--- config.mk ---
export PLATFORM = sky130hd
export DESIGN_NAME = value_type_classifier_core
export DESIGN_NICKNAME = d
export VERILOG_FILES = /design/src/rtl/vtc_pkg.sv /design/src/rtl/value_type_classifier_core.sv
export SDC_FILE = /design/constraint.sdc
export NUM_CORES = 1
export LEC_CHECK = 0
export BUFFER_PORTS_ARGS = -buffer_cell sky130_fd_sc_hd__buf_2
export CORE_UTILIZATION = 41
export CTS_CLUSTER_SIZE = 10
export DETAILED_ROUTE_END_ITERATION = 16
export GPL_ROUTABILITY_DRIVEN = 1
export PLACE_DENSITY = 0.65
export SETUP_SLACK_MARGIN = 0.4
export SYNTH_ARGS = -nofsm -noshare
export SYNTH_HDL_FRONTEND = slang
export SYNTH_SLANG_ARGS = --single-unit
--- constraint.sdc ---
create_clock -name clk -period 4.3 [get_ports clk]
set_input_delay 0.43 -clock clk [delete_from_list [all_inputs] [get_ports clk]]
set_output_delay 0.43 -clock clk [all_outputs]
set_load 0.05 [all_outputs]
--- src/rtl/vtc_pkg.sv ---
// ----------------------------------------------------------------------------
// vtc_pkg
// Constants shared by the value type classifier: result codes and keyword table.
// ----------------------------------------------------------------------------
package vtc_pkg;

	localparam int TYPE_W = 3;

	typedef logic [TYPE_W-1:0] type_code_t;

	localparam type_code_t TC_CHARACTER = 3'd0;
	localparam type_code_t TC_DECIMAL   = 3'd1;
	localparam type_code_t TC_BOOLEAN   = 3'd2;
	localparam type_code_t TC_INTEGER   = 3'd3;
	localparam type_code_t TC_STRING    = 3'd4;

	localparam logic [7:0] DIGIT_LO = 8'h30;
	localparam logic [7:0] DIGIT_HI = 8'h39;
	localparam logic [7:0] DOT_CHAR = 8'h2E;

	localparam int KW_COUNT  = 4;
	localparam int KW_MAXLEN = 10;
	localparam int KW_IDX_W  = $clog2(KW_MAXLEN);

	typedef logic [KW_COUNT-1:0] kw_mask_t;
	typedef logic [KW_IDX_W:0]   kw_len_t;

	// true, false, verdadeiro, falso
	localparam logic [7:0] KW_TEXT [KW_COUNT][KW_MAXLEN] = '{
		'{8'h74, 8'h72, 8'h75, 8'h65, 8'h00, 8'h00, 8'h00, 8'h00, 8'h00, 8'h00},
		'{8'h66, 8'h61, 8'h6C, 8'h73, 8'h65, 8'h00, 8'h00, 8'h00, 8'h00, 8'h00},
		'{8'h76, 8'h65, 8'h72, 8'h64, 8'h61, 8'h64, 8'h65, 8'h69, 8'h72, 8'h6F},
		'{8'h66, 8'h61, 8'h6C, 8'h73, 8'h6F, 8'h00, 8'h00, 8'h00, 8'h00, 8'h00}
	};

	localparam kw_len_t KW_LEN [KW_COUNT] = '{5'd4, 5'd5, 5'd10, 5'd5};

endpackage

--- src/rtl/value_type_classifier_core.sv ---
// ----------------------------------------------------------------------------
// value_type_classifier_core
// Classifies a byte string as character, decimal, boolean, integer or string.
//
// A string enters as one item per byte followed by one terminator item
// (end_of_text high, text_byte ignored); only the terminator produces a
// result. Byte items are taken one per cycle, pausing only while a
// terminator waits at the input register. Each item is registered on entry;
// a byte item then updates the counter and flag registers, and a terminator
// loads the result register from them. The result register frees as it is
// taken, and a terminator waits at the input register only while an earlier
// result is still held by a stalled consumer. Strings longer than MAX_LEN
// bytes report string with length_overflow set. No clearing pass after reset.
// ----------------------------------------------------------------------------
module value_type_classifier_core #(
	parameter int MAX_LEN = 255
) (
	input  logic                  clk,
	input  logic                  arst_n,
	input  logic                  text_valid,
	output logic                  text_stall,
	input  logic [7:0]            text_byte,
	input  logic                  end_of_text,
	output logic                  result_valid,
	input  logic                  result_stall,
	output vtc_pkg::type_code_t   type_code,
	output logic                  length_overflow
);
	import vtc_pkg::*;

	localparam int CW = $clog2(MAX_LEN + 1);

	typedef logic [CW-1:0] count_t;

	localparam count_t MAX_COUNT = CW'(MAX_LEN);

	// input stage
	logic       valid_s1;
	logic [7:0] byte_s1;
	logic       end_s1;

	// string state
	count_t   byte_count_q;
	count_t   digit_count_q;
	count_t   dot_position_q;
	logic     dot_seen_q;
	logic     only_digits_q;
	kw_mask_t keyword_alive_q;
	logic     too_long_q;

	// result register
	logic       out_valid_q;
	type_code_t type_code_q;
	logic       overflow_q;

	logic       out_free;
	logic       advance;
	logic       is_digit;
	logic       is_dot;
	kw_mask_t   alive_next;
	type_code_t class_code;
	logic       kw_hit;

	assign out_free   = !out_valid_q || !result_stall;
	assign advance    = valid_s1 && (!end_s1 || out_free);
	assign text_stall = valid_s1 && !advance;

	assign is_digit = (byte_s1 >= DIGIT_LO) && (byte_s1 <= DIGIT_HI);
	assign is_dot   = (byte_s1 == DOT_CHAR);

	// drop keywords that no longer match at this position
	always_comb begin
		alive_next = keyword_alive_q;
		for (int k = 0; k < KW_COUNT; k++) begin
			if (byte_count_q >= CW'(KW_LEN[k])) begin
				alive_next[k] = 1'b0;
			end else if (KW_TEXT[k][byte_count_q[KW_IDX_W-1:0]] != byte_s1) begin
				alive_next[k] = 1'b0;
			end
		end
	end

	always_comb begin
		kw_hit = 1'b0;
		for (int k = 0; k < KW_COUNT; k++) begin
			if (keyword_alive_q[k] && (byte_count_q == CW'(KW_LEN[k]))) begin
				kw_hit = 1'b1;
			end
		end
	end

	always_comb begin
		if (too_long_q) begin
			class_code = TC_STRING;
		end else if (dot_seen_q && (byte_count_q >= CW'(3))
				&& (digit_count_q == byte_count_q - CW'(1))
				&& (dot_position_q != '0)
				&& (dot_position_q < byte_count_q - CW'(1))) begin
			class_code = TC_DECIMAL;
		end else if (only_digits_q && (byte_count_q != '0)) begin
			class_code = TC_INTEGER;
		end else if (byte_count_q == CW'(1)) begin
			class_code = TC_CHARACTER;
		end else if (kw_hit) begin
			class_code = TC_BOOLEAN;
		end else begin
			class_code = TC_STRING;
		end
	end

	always_ff @(posedge clk or negedge arst_n) begin
		if (!arst_n) begin
			valid_s1 <= 1'b0;
		end else if (!text_stall) begin
			valid_s1 <= text_valid;
		end
	end

	always_ff @(posedge clk) begin
		if (!text_stall) begin
			byte_s1 <= text_byte;
			end_s1  <= end_of_text;
		end
	end

	always_ff @(posedge clk or negedge arst_n) begin
		if (!arst_n) begin
			byte_count_q    <= '0;
			digit_count_q   <= '0;
			dot_position_q  <= '0;
			dot_seen_q      <= 1'b0;
			only_digits_q   <= 1'b1;
			keyword_alive_q <= '1;
			too_long_q      <= 1'b0;
		end else if (advance) begin
			if (end_s1) begin
				byte_count_q    <= '0;
				digit_count_q   <= '0;
				dot_position_q  <= '0;
				dot_seen_q      <= 1'b0;
				only_digits_q   <= 1'b1;
				keyword_alive_q <= '1;
				too_long_q      <= 1'b0;
			end else if (!too_long_q) begin
				if (byte_count_q >= MAX_COUNT) begin
					too_long_q <= 1'b1;
				end else begin
					keyword_alive_q <= alive_next;
					if (is_digit) begin
						digit_count_q <= digit_count_q + CW'(1);
					end else begin
						only_digits_q <= 1'b0;
					end
					if (is_dot) begin
						dot_seen_q     <= 1'b1;
						dot_position_q <= byte_count_q;
					end
					byte_count_q <= byte_count_q + CW'(1);
				end
			end
		end
	end

	always_ff @(posedge clk or negedge arst_n) begin
		if (!arst_n) begin
			out_valid_q <= 1'b0;
		end else if (advance && end_s1) begin
			out_valid_q <= 1'b1;
		end else if (!result_stall) begin
			out_valid_q <= 1'b0;
		end
	end

	always_ff @(posedge clk) begin
		if (advance && end_s1) begin
			type_code_q <= class_code;
			overflow_q  <= too_long_q;
		end
	end

	assign result_valid    = out_valid_q;
	assign type_code       = type_code_q;
	assign length_overflow = overflow_q;

`ifndef SYNTH
	a_overflow_is_string: assert property (@(posedge clk) disable iff (!arst_n)
		out_valid_q && overflow_q |-> type_code_q == TC_STRING)
		else $error("overflow result not reported as string");

	a_count_bounded: assert property (@(posedge clk) disable iff (!arst_n)
		byte_count_q <= MAX_COUNT && digit_count_q <= byte_count_q)
		else $error("byte or digit count out of range");

	a_stall_only_on_held_result: assert property (@(posedge clk) disable iff (!arst_n)
		text_stall |-> valid_s1 && end_s1 && out_valid_q && result_stall)
		else $error("input stalled without a held result");

	a_result_loaded: assert property (@(posedge clk) disable iff (!arst_n)
		advance && end_s1 |=> out_valid_q)
		else $error("terminator advanced without a result");
`endif

endmodule
==> run metrics, run 1 <==
pin count of the biggest net entering global routing=34; Final Skew=0.00332 ns; Rel. slew slack=40.3%; Site Rows=31; P_int=0.000756 W; Main synth FF type=dfrtp_1; unrepaired setup endpoints after global routing=no; GRT Residual Overflow=0; CORE AREA=7290 µm²; vias in the first global route=2268; max-slew violation count=0; Arr. time, crit path=3.32 ns; maxcap violations=0; clock share of power=22.4%; Achievable Freq=305 MHz; reg2reg end=type_code[1]; Gate power share=31.7%; Syn Inst Count=314; Initial Util=42.5%; gpl congestion=0.888; layout cells sized above 1=16.7%; PwrDens=350 nW/µm²; P_sw=0.000410 W; asr flop ratio synth=71.7%; Residual DRC=0; Final setup viols=0; status=finished, final reports clean; first-pass GRT wire length=11500 µm; vias=2389; CP Capture Type=flop; reg2reg start=byte_count_q[0]; detailed placement HPWL=5080 µm; DP Area=3250 µm²; Hold Path Class=input port to async pin; mapped cell area=3100 µm²; # diodes=0; I/O pin total=19; Yosys reg bits=46; Hold WS=0.189 ns; Total GRT Usage=19.4%; chip height=89.0 µm; register area share after synthesis=39.4%; static leakage=1.41 nW; final period utilization=76.1%; synth unique cells=65; crit path time final=3.27 ns; Seq pwr share=45.9%; hold_buf cts=0; initial antenna violation count=0; Layout Utilization=45.7%; Critical Path Fanout Max=17; count of port buffers added during placement=18; antenna-violating nets left=0; DR WL/cell=16.9 µm; die width=89.0 µm; Worst setup SP type=flop; Sw Share=35.2%; CP Class=flop to flop; Synthesized Nets=344; CTS clk-pin slew, worst paths=0.08 ns; synth warn=0; clk buf depth=2; total iterations of the first detailed-routing run=4; postcts setup bufs=0; cts repair resizes=0; Final Instance Area=3330 µm²; H-Tree Depth=2; Least-Margin Pin Slew=0.887 ns; die footprint=7910 µm²; most frequent cells in the layout=dfrtp_1, nand2_1, xnor2_1, buf_2, ha_1; Num CTS Buffers=5; Final Hold Vio Count=0; clk_lat worst skew=0.30 ns; EDFF count, synth=13; flop2flop setup slack=1.03 ns; Syn Area/Cell=9.87 µm²; commonest non-fill, non-tap cell in the layout=dfrtp_1; Critical Path RT=4.35 ns; Sink Count=46; DR iter-0 viols=154; Final #Nets=353; peak supply drop=0.214 mV; vias per inst=5.65; P&R area growth vs syn=7.38%; Setup TNS=0 ns; clock root cell=clkbuf_8; R2R cell count=11; Fill cells=728; CTS tree=built; DRT Wirelength=7160 µm
[critical path, cell delays in order (launching register included)]
cell and delay [ns]:
dfrtp_1 0.58, inv_1 0.24, ha_1 0.27, or3b_1 0.45
nor3_2 0.19, xnor2_1 0.15, ha_1 0.26, nand4_1 0.08
a211oi_1 0.06, a311o_1 0.34, nor4_2 0.25, a31oi_1 0.14
[final cells by class]
class	count	area (µm²)	area share, %
clock buffers	6	72.6	2.18
clock inverters	2	8.76	0.263
inverters	13	48.8	1.47
multi-input cells	236	1740	52.3
flip-flops and latches	46	1220	36.7
well taps	99	124	3.72
repair buffers	21	113	3.38
[power by group through the flow]
stage                     clock network, W  registers (W)  logic [W]
final                             0.000261       0.000536   0.000370
after global routing              0.000281       0.000541   0.000410
after CTS                         0.000267       0.000535   0.000369
after detailed placement                 0       0.000544   0.000365
after global placement                   0       0.000542   0.000362
after floorplan                          0       0.000535   0.000290
[cell usage after synthesis, types with 3 or more instances]
master / n / area share [%]
nor2_1: 16 / 1.9
a31oi_1: 5 / 1.0
inv_1: 12 / 1.5
clkbuf_1: 8 / 0.97
o31ai_1: 7 / 1.7
a22o_1: 9 / 2.5
xor2_1: 8 / 2.3
a21oi_1: 15 / 2.4
nor2b_1: 3 / 0.61
a211oi_1: 4 / 0.97
xnor3_1: 3 / 2.2
nand2b_1: 4 / 0.81
o21ai_0: 14 / 2.3
a21o_1: 3 / 0.73
or3_1: 3 / 0.61
nor3_1: 9 / 1.5
nand2_1: 21 / 2.5
xnor2_1: 18 / 5.1
buf_2: 8 / 1.3
edfxtp_1: 13 / 13
a31o_2: 5 / 1.4
dfstp_2: 5 / 4.2
dfrtp_1: 28 / 23
nand3_1: 9 / 1.5
or4_1: 4 / 0.97
ha_1: 17 / 6.9
nor4_1: 6 / 1.2
and3_1: 4 / 0.81
nand4_1: 6 / 1.2
o21a_1: 4 / 0.97
[registers in the layout (all words and copies together), names as in the netlist]
name             flops
end_s1               1
only_digits_q        1
dot_seen_q           1
keyword_alive_q      4
digit_count_q        8
byte_s1              8
byte_count_q         8
dot_position_q       8
too_long_q           1
result_valid         1
valid_s1             1
type_code            3
length_overflow      1
[logic make-up (layout without fill, tap and decap cells)]
kind of cell	Yosys count	in the layout	share of synthesized area [%]
DFF	46	46	39.4
buffers and inverters	32	42	4.44
muxes	2	2	0.686
and+or+nand+nor	106	106	20.2
xor gates and xnor gates	30	30	10.0
AOI/OAI and AO/OA	81	81	18.4
adders and majority gates	17	17	6.86
[how the worst max path moves through the flow]
stage / startpoint / to / slack [ns]
2_1_floorplan: byte_count_q[0] / type_code[1] / 1.29
3_3_place_gp: byte_count_q[0] / type_code[2] / 1.18
3_5_place_dp: byte_count_q[0] / type_code[1] / 1.08
4_1_cts: byte_count_q[0] / type_code[1] / 1.03
5_1_grt: byte_count_q[0] / type_code[2] / 0.77
6_report: byte_count_q[0] / type_code[1] / 1.03
[layer usage]
metal,share of wire (%),GRT usage (%),vias up
met4,1.5,7.50,0
met3,4.3,3.05,12
li1,-,-,1179
met1,47,26.0,1142
met2,47,31.7,56
met5,0,0,-
[per-stage QoR]
stage	worst slack, ns	instances	power (W)
CTS	1.03	423	0.00117
floorplan	1.29	314	0.000825
detailed placement	1.08	415	0.000909
global placement	1.18	415	0.000905
global route	0.769	423	0.00123
finish	1.03	423	0.00117
No activity file was read; power rests on OpenSTA's default activity.
==> inputs of run 2 (changes only) <==
==> constraint.sdc (replaced) <==
create_clock -name clk -period 3.35 [get_ports clk]
set_input_delay 0.335 -clock clk [delete_from_list [all_inputs] [get_ports clk]]
set_output_delay 0.335 -clock clk [all_outputs]
set_load 0.05 [all_outputs]
==> run metrics, run 2 (synthesis gave the netlist of run 1 again) <==
status=finished, final reports clean; vias per inst=5.75 (+1.8%); Num CTS Buffers=5 (unchanged); Worst path max stage delay=0.42 ns (-0.16 ns); DR iter-0 viols=135 (-12%); final period utilization=85.6% (+9.5 points); Arr. time, crit path=2.92 ns (-0.40 ns); DP Area=3290 µm² (+1.3%); most frequent cells in the layout=dfrtp_1, nand2_1, xnor2_1, buf_2, buf_4; chip height=89.0 µm (unchanged); # diodes=0 (unchanged); first-pass GRT wire length=12100 µm (+5.4%); crit path time final=2.87 ns (-0.406 ns); Critical Path RT=3.40 ns (-0.95 ns); Least-Margin Pin Slew=0.851 ns (-0.0356 ns); vias=2519 (+5.4%); commonest non-fill, non-tap cell in the layout=dfrtp_1; Final #Nets=368 (+4.2%); count of port buffers added during placement=18 (unchanged); Initial Util=42.5% (unchanged); Critical Path Fanout Max=4 (-13); Layout Utilization=48.1% (+2.5 points); Achievable Freq=349 MHz (+14%); Total GRT Usage=20.3% (+0.88 points); CP cell instances=inv_2, ha_4, or3b_4, buf_4, xor2_1, ha_1, nand4_1, a211oi_2, a311o_1, nor4_4, a31oi_1; Worst setup SP type=flop; hold_buf cts=0 (unchanged); DR WL/cell=17.2 µm (+1.4%); max-slew violation count=0 (unchanged); unrepaired setup endpoints after global routing=yes; Residual DRC=0 (unchanged); Final setup viols=0 (unchanged); CTS clk-pin slew, worst paths=0.08 ns (about the same); CORE AREA=7290 µm² (unchanged); I/O pin total=19 (unchanged); clk buf depth=2 (unchanged); PwrDens=473 nW/µm² (+35%); pin count of the biggest net entering global routing=34 (unchanged); detailed placement HPWL=5210 µm (+2.4%); GRT Residual Overflow=0 (unchanged); total iterations of the first detailed-routing run=4 (unchanged); Sink Count=46 (unchanged); P&R area growth vs syn=13.2%; layout cells sized above 1=22.1% (+5.5 points); initial antenna violation count=0 (unchanged); CP Class=flop to flop; antenna-violating nets left=0 (unchanged); die footprint=7910 µm² (unchanged); DRT Wirelength=7520 µm (+5.0%); CP Capture Type=flop; peak supply drop=0.208 mV (-2.8%); gpl congestion=0.900 (+1.4%); die width=89.0 µm (unchanged); H-Tree Depth=2 (unchanged); Hold Path Class=input port to async pin; clock root cell=clkbuf_8; static leakage=1.50 nW (+6.4%); maxcap violations=0 (unchanged); CTS tree=built; total chip power=0.00166 W (+42%); Final Hold Vio Count=0 (unchanged); Setup TNS=0 ns (unchanged); vias in the first global route=2411 (+6.3%); Final Skew=0.00805 ns (+0.00473 ns); Site Rows=31 (unchanged); slowest CP cell=dfrtp_1; Final Instance Area=3510 µm² (+5.4%); Rel. slew slack=42.7% (+2.4 points); clk_lat worst skew=0.30 ns (about the same)
## run 2: changes by cell type in the layout (fill, tap and decap cells not counted), sizes merged
cell and delta:
bufinv +1, clkinv -2, clkbuf +1, buf +15
## run 2: cell type report
| type | count | area, µm² |
|---|---|---|
| well taps | 99 | 124 |
| repair buffers | 36 | 225 |
| clock inverters | 1 | 30.0 |
| clock buffers | 7 | 76.3 |
| flip-flops and latches | 46 | 1220 |
| multi-input cells | 236 | 1780 |
| inverters | 13 | 48.8 |
| fillers | 733 | 3780 |
## run 2: final timing paths
kind	startpoint	end	slack, ns	cells after the start
worst max-delay path	byte_count_q[1]	type_code[2]	0.48	11
worst min-delay path	arst_n	byte_count_q[3]	0.10	1
worst max register to register	byte_count_q[1]	type_code[2]	0.48	11
worst min register to register	too_long_q	length_overflow	0.49	0
max in group asynchronous	arst_n	dot_position_q[3]	2.78	1
min in group clk	text_byte[1]	byte_s1[1]	0.20	1
## run 2: timing repair
| item | 4_1_cts | 5_1_grt |
|---|---|---|
| gates resized for setup | 5 | 3 |
| setup buffers | 0 | 10 |
| gates cloned | 0 | 0 |
| pin swaps | 0 | 7 |
| endpoints found under the setup margin | 3 | 3 |
## run 2: where the power goes
| part | internal [W] | switching (W) | total [W] |
|---|---|---|---|
| Sequential | 0.000628 | 0.0000469 | 0.000675 |
| Clock | 0.000224 | 0.000190 | 0.000413 |
| Combinational | 0.000255 | 0.000317 | 0.000572 |
| Total | 0.00111 | 0.000554 | 0.00166 |
## run 2: per-stage QoR
| step | hold WS (ns) | setup WS, ns | cells |
|---|---|---|---|
| after floorplan | 0.0394 | 0.409 | 314 |
| after global placement | 0.446 | 0.446 | 420 |
| after detailed placement | 0.448 | 0.274 | 420 |
| after CTS | 0.134 | 0.416 | 428 |
| after global routing | 0.150 | 0.328 | 438 |
| final | 0.101 | 0.483 | 438 |
## run 2: critical path, delay by kind of cell, from the launching register on
| kind | cells | cell delay [ns] |
|---|---|---|
| xor+xnor | 1 | 0.14 |
| compound gates | 3 | 0.50 |
| buf+inv | 2 | 0.27 |
| flops | 1 | 0.42 |
| simple gates | 3 | 0.84 |
| fa+ha+maj | 2 | 0.43 |
## run 2: per-layer routing
layer / track usage, % / up-vias / routed length, µm
li1: - / 1208 / -
met1: 27.6 / 1247 / 3470
met2: 32.9 / 56 / 3640
met3: 3.97 / 8 / 330
met4: 6.06 / 0 / 70
met5: 0 / - / 0
==> inputs of run 3 (changes only) <==
--- a/config.mk
+++ b/config.mk
@@ -6,10 +6,12 @@
 export NUM_CORES = 1
 export LEC_CHECK = 0
 export BUFFER_PORTS_ARGS = -buffer_cell sky130_fd_sc_hd__buf_2
+export CORE_ASPECT_RATIO = 2
 export CORE_UTILIZATION = 41
 export CTS_CLUSTER_SIZE = 10
 export DETAILED_ROUTE_END_ITERATION = 16
 export GPL_ROUTABILITY_DRIVEN = 1
+export MAX_ROUTING_LAYER = met4
 export PLACE_DENSITY = 0.65
 export SETUP_SLACK_MARGIN = 0.4
 export SYNTH_ARGS = -nofsm -noshare
==> run metrics, run 3 (synthesis gave the netlist of run 1 again) <==
status=finished, final reports clean; commonest non-fill, non-tap cell in the layout=dfrtp_1; unrepaired setup endpoints after global routing=yes; Final Skew=0.00618 ns (-0.00187 ns); clk buf depth=2 (unchanged); reg2reg start=byte_count_q[0]; vias=2603 (+3.3%); Arr. time, crit path=3.01 ns (+0.09 ns); Site Rows=44 (+42%); R2R cell count=11 (unchanged); Worst setup SP type=flop; max-slew violation count=0 (unchanged); count of port buffers added during placement=18 (unchanged); Achievable Freq=335 MHz (-3.9%); antenna-violating nets left=0 (unchanged); maxcap violations=0 (unchanged); Num CTS Buffers=5 (unchanged); layout cells sized above 1=23.2% (+1.0 points); CP endpoint=type_code[2]; Final #Nets=370 (+0.54%); Critical Path Fanout Max=5 (+1); peak supply drop=0.239 mV (+15%); CTS clk-pin slew, worst paths=0.06 ns (-0.02 ns); Least-Margin Pin Slew=0.800 ns (-0.0515 ns); clk_lat worst skew=0.29 ns (about the same); CTS tree=built; flop2flop setup slack=0.37 ns (-0.12 ns); pin count of the biggest net entering global routing=34 (unchanged); crit path time final=2.98 ns (+0.116 ns); first-pass GRT wire length=12800 µm (+6.1%); CP Class=flop to flop; DRT Wirelength=8180 µm (+8.8%); reg2reg end=type_code[2]; DR WL/cell=18.9 µm (+10%); CP startpoint=byte_count_q[0]; Final setup viols=0 (unchanged); detailed placement HPWL=5950 µm (+14%); Sw Share=33.1% (-0.29 points); DR iter-0 viols=107 (-21%); Seq pwr share=38.4% (-2.2 points); H-Tree Depth=2 (unchanged); Multi-input gate area=1780 µm² (unchanged); Critical Path RT=3.38 ns (-0.02 ns); P_sw=0.000584 W (+5.4%); chip height=125 µm (+40%); gpl congestion=0.951 (+5.6%); Register Area=1220 µm² (+0.10%); CORE AREA=7270 µm² (-0.34%); Rel. slew slack=46.7% (+4.0 points); # diodes=0 (unchanged); die width=63.5 µm (-29%); Setup TNS=0 ns (unchanged); Residual DRC=0 (unchanged); static leakage=1.54 nW (+2.2%); P_int=0.00118 W (+6.8%); clock root cell=clkbuf_16; Total GRT Usage=22.3% (+2.0 points); final period utilization=89.0% (+3.5 points); CP Capture Type=flop; die footprint=7930 µm² (+0.27%); most frequent cells in the layout=dfrtp_1, nand2_1, buf_4; total chip power=0.00177 W (+6.3%); vias in the first global route=2542 (+5.4%); vias per inst=6.01 (+4.5%); I/O pin total=19 (unchanged); total iterations of the first detailed-routing run=4 (unchanged); PwrDens=496 nW/µm² (+4.8%); GRT Residual Overflow=0 (unchanged); P&R area growth vs syn=14.8%; Hold Path Class=input port to async pin; initial antenna violation count=0 (unchanged); Fill cells=707 (-3.5%); clock share of power=28.7% (+3.8 points); Final Hold Vio Count=0 (unchanged); Initial Util=42.7% (+0.15 points); Gate power share=32.9% (-1.6 points); Sink Count=46 (unchanged)
[run 3: cell count changes in the layout (fill, tap and decap cells not counted), sizes merged]
cell	change
clkinv	+1
bufinv	-1
buf	+2
[run 3: power by group through the flow]
stage | combinational (W) | clock [W] | sequential, W
2_1_floorplan | 0.000378 | 0 | 0.000687
3_3_place_gp | 0.000497 | 0 | 0.000685
3_5_place_dp | 0.000504 | 0 | 0.000688
4_1_cts | 0.000514 | 0.000513 | 0.000677
5_1_grt | 0.000628 | 0.000536 | 0.000684
6_report | 0.000581 | 0.000507 | 0.000678
[run 3: worst min path at each step]
stage,end,slack [ns],cells after the start
after floorplan,byte_count_q[0],0.04,0
after global placement,dot_position_q[1],0.45,1
after detailed placement,dot_position_q[1],0.46,1
after CTS,dot_position_q[1],0.15,1
after global routing,dot_position_q[1],0.19,1
final,dot_position_q[1],0.13,1
[run 3: worst max-delay path: stages (launching register included)]
cell      delay [ns]
dfrtp_2         0.45
inv_4           0.09
ha_4            0.15
or3b_4          0.41
nor3_4          0.20
xnor2_1         0.16
ha_1            0.28
nand4_1         0.10
a211oi_2        0.06
a311o_1         0.37
nor4_4          0.31
a31oi_1         0.12
[run 3: final cells by class]
| cell class | instances | area share [%] |
|---|---|---|
| multi-input combinational | 236 | 50.1 |
| tap | 92 | 3.23 |
| timing repair buffer | 38 | 6.75 |
| sequential | 46 | 34.4 |
| inverter | 13 | 1.44 |
| clock inverter | 1 | 0.141 |
| clock buffer | 7 | 4.01 |
[run 3: routing by layer]
metal	global-route usage (%)	up-vias	routed length [µm]
met2	39.2	92	4620
met1	21.6	1275	2950
met4	15.4	0	340
li1	-	1209	-
met3	3.28	27	264
met5	-	-	0
[run 3: stage by stage]
stage | hold WS, ns | cells | setup WS (ns) | area (µm²) | util, %
CTS | 0.149 | 423 | 0.400 | 3450 | 47.5
global placement | 0.449 | 415 | 0.429 | 3300 | 45.4
global route | 0.192 | 433 | 0.273 | 3560 | 49.0
detailed placement | 0.458 | 415 | 0.352 | 3300 | 45.4
floorplan | 0.0394 | 314 | 0.409 | 3110 | -
finish | 0.126 | 433 | 0.367 | 3560 | 49.0
[run 3: what timing repair did]
| item | in CTS | in global routing |
|---|---|---|
| setup buffers | 0 | 10 |
| gates resized for setup | 3 | 7 |
| pin swaps | 1 | 9 |
| setup endpoints to repair | 3 | 3 |
| hold buffers | 0 | 0 |
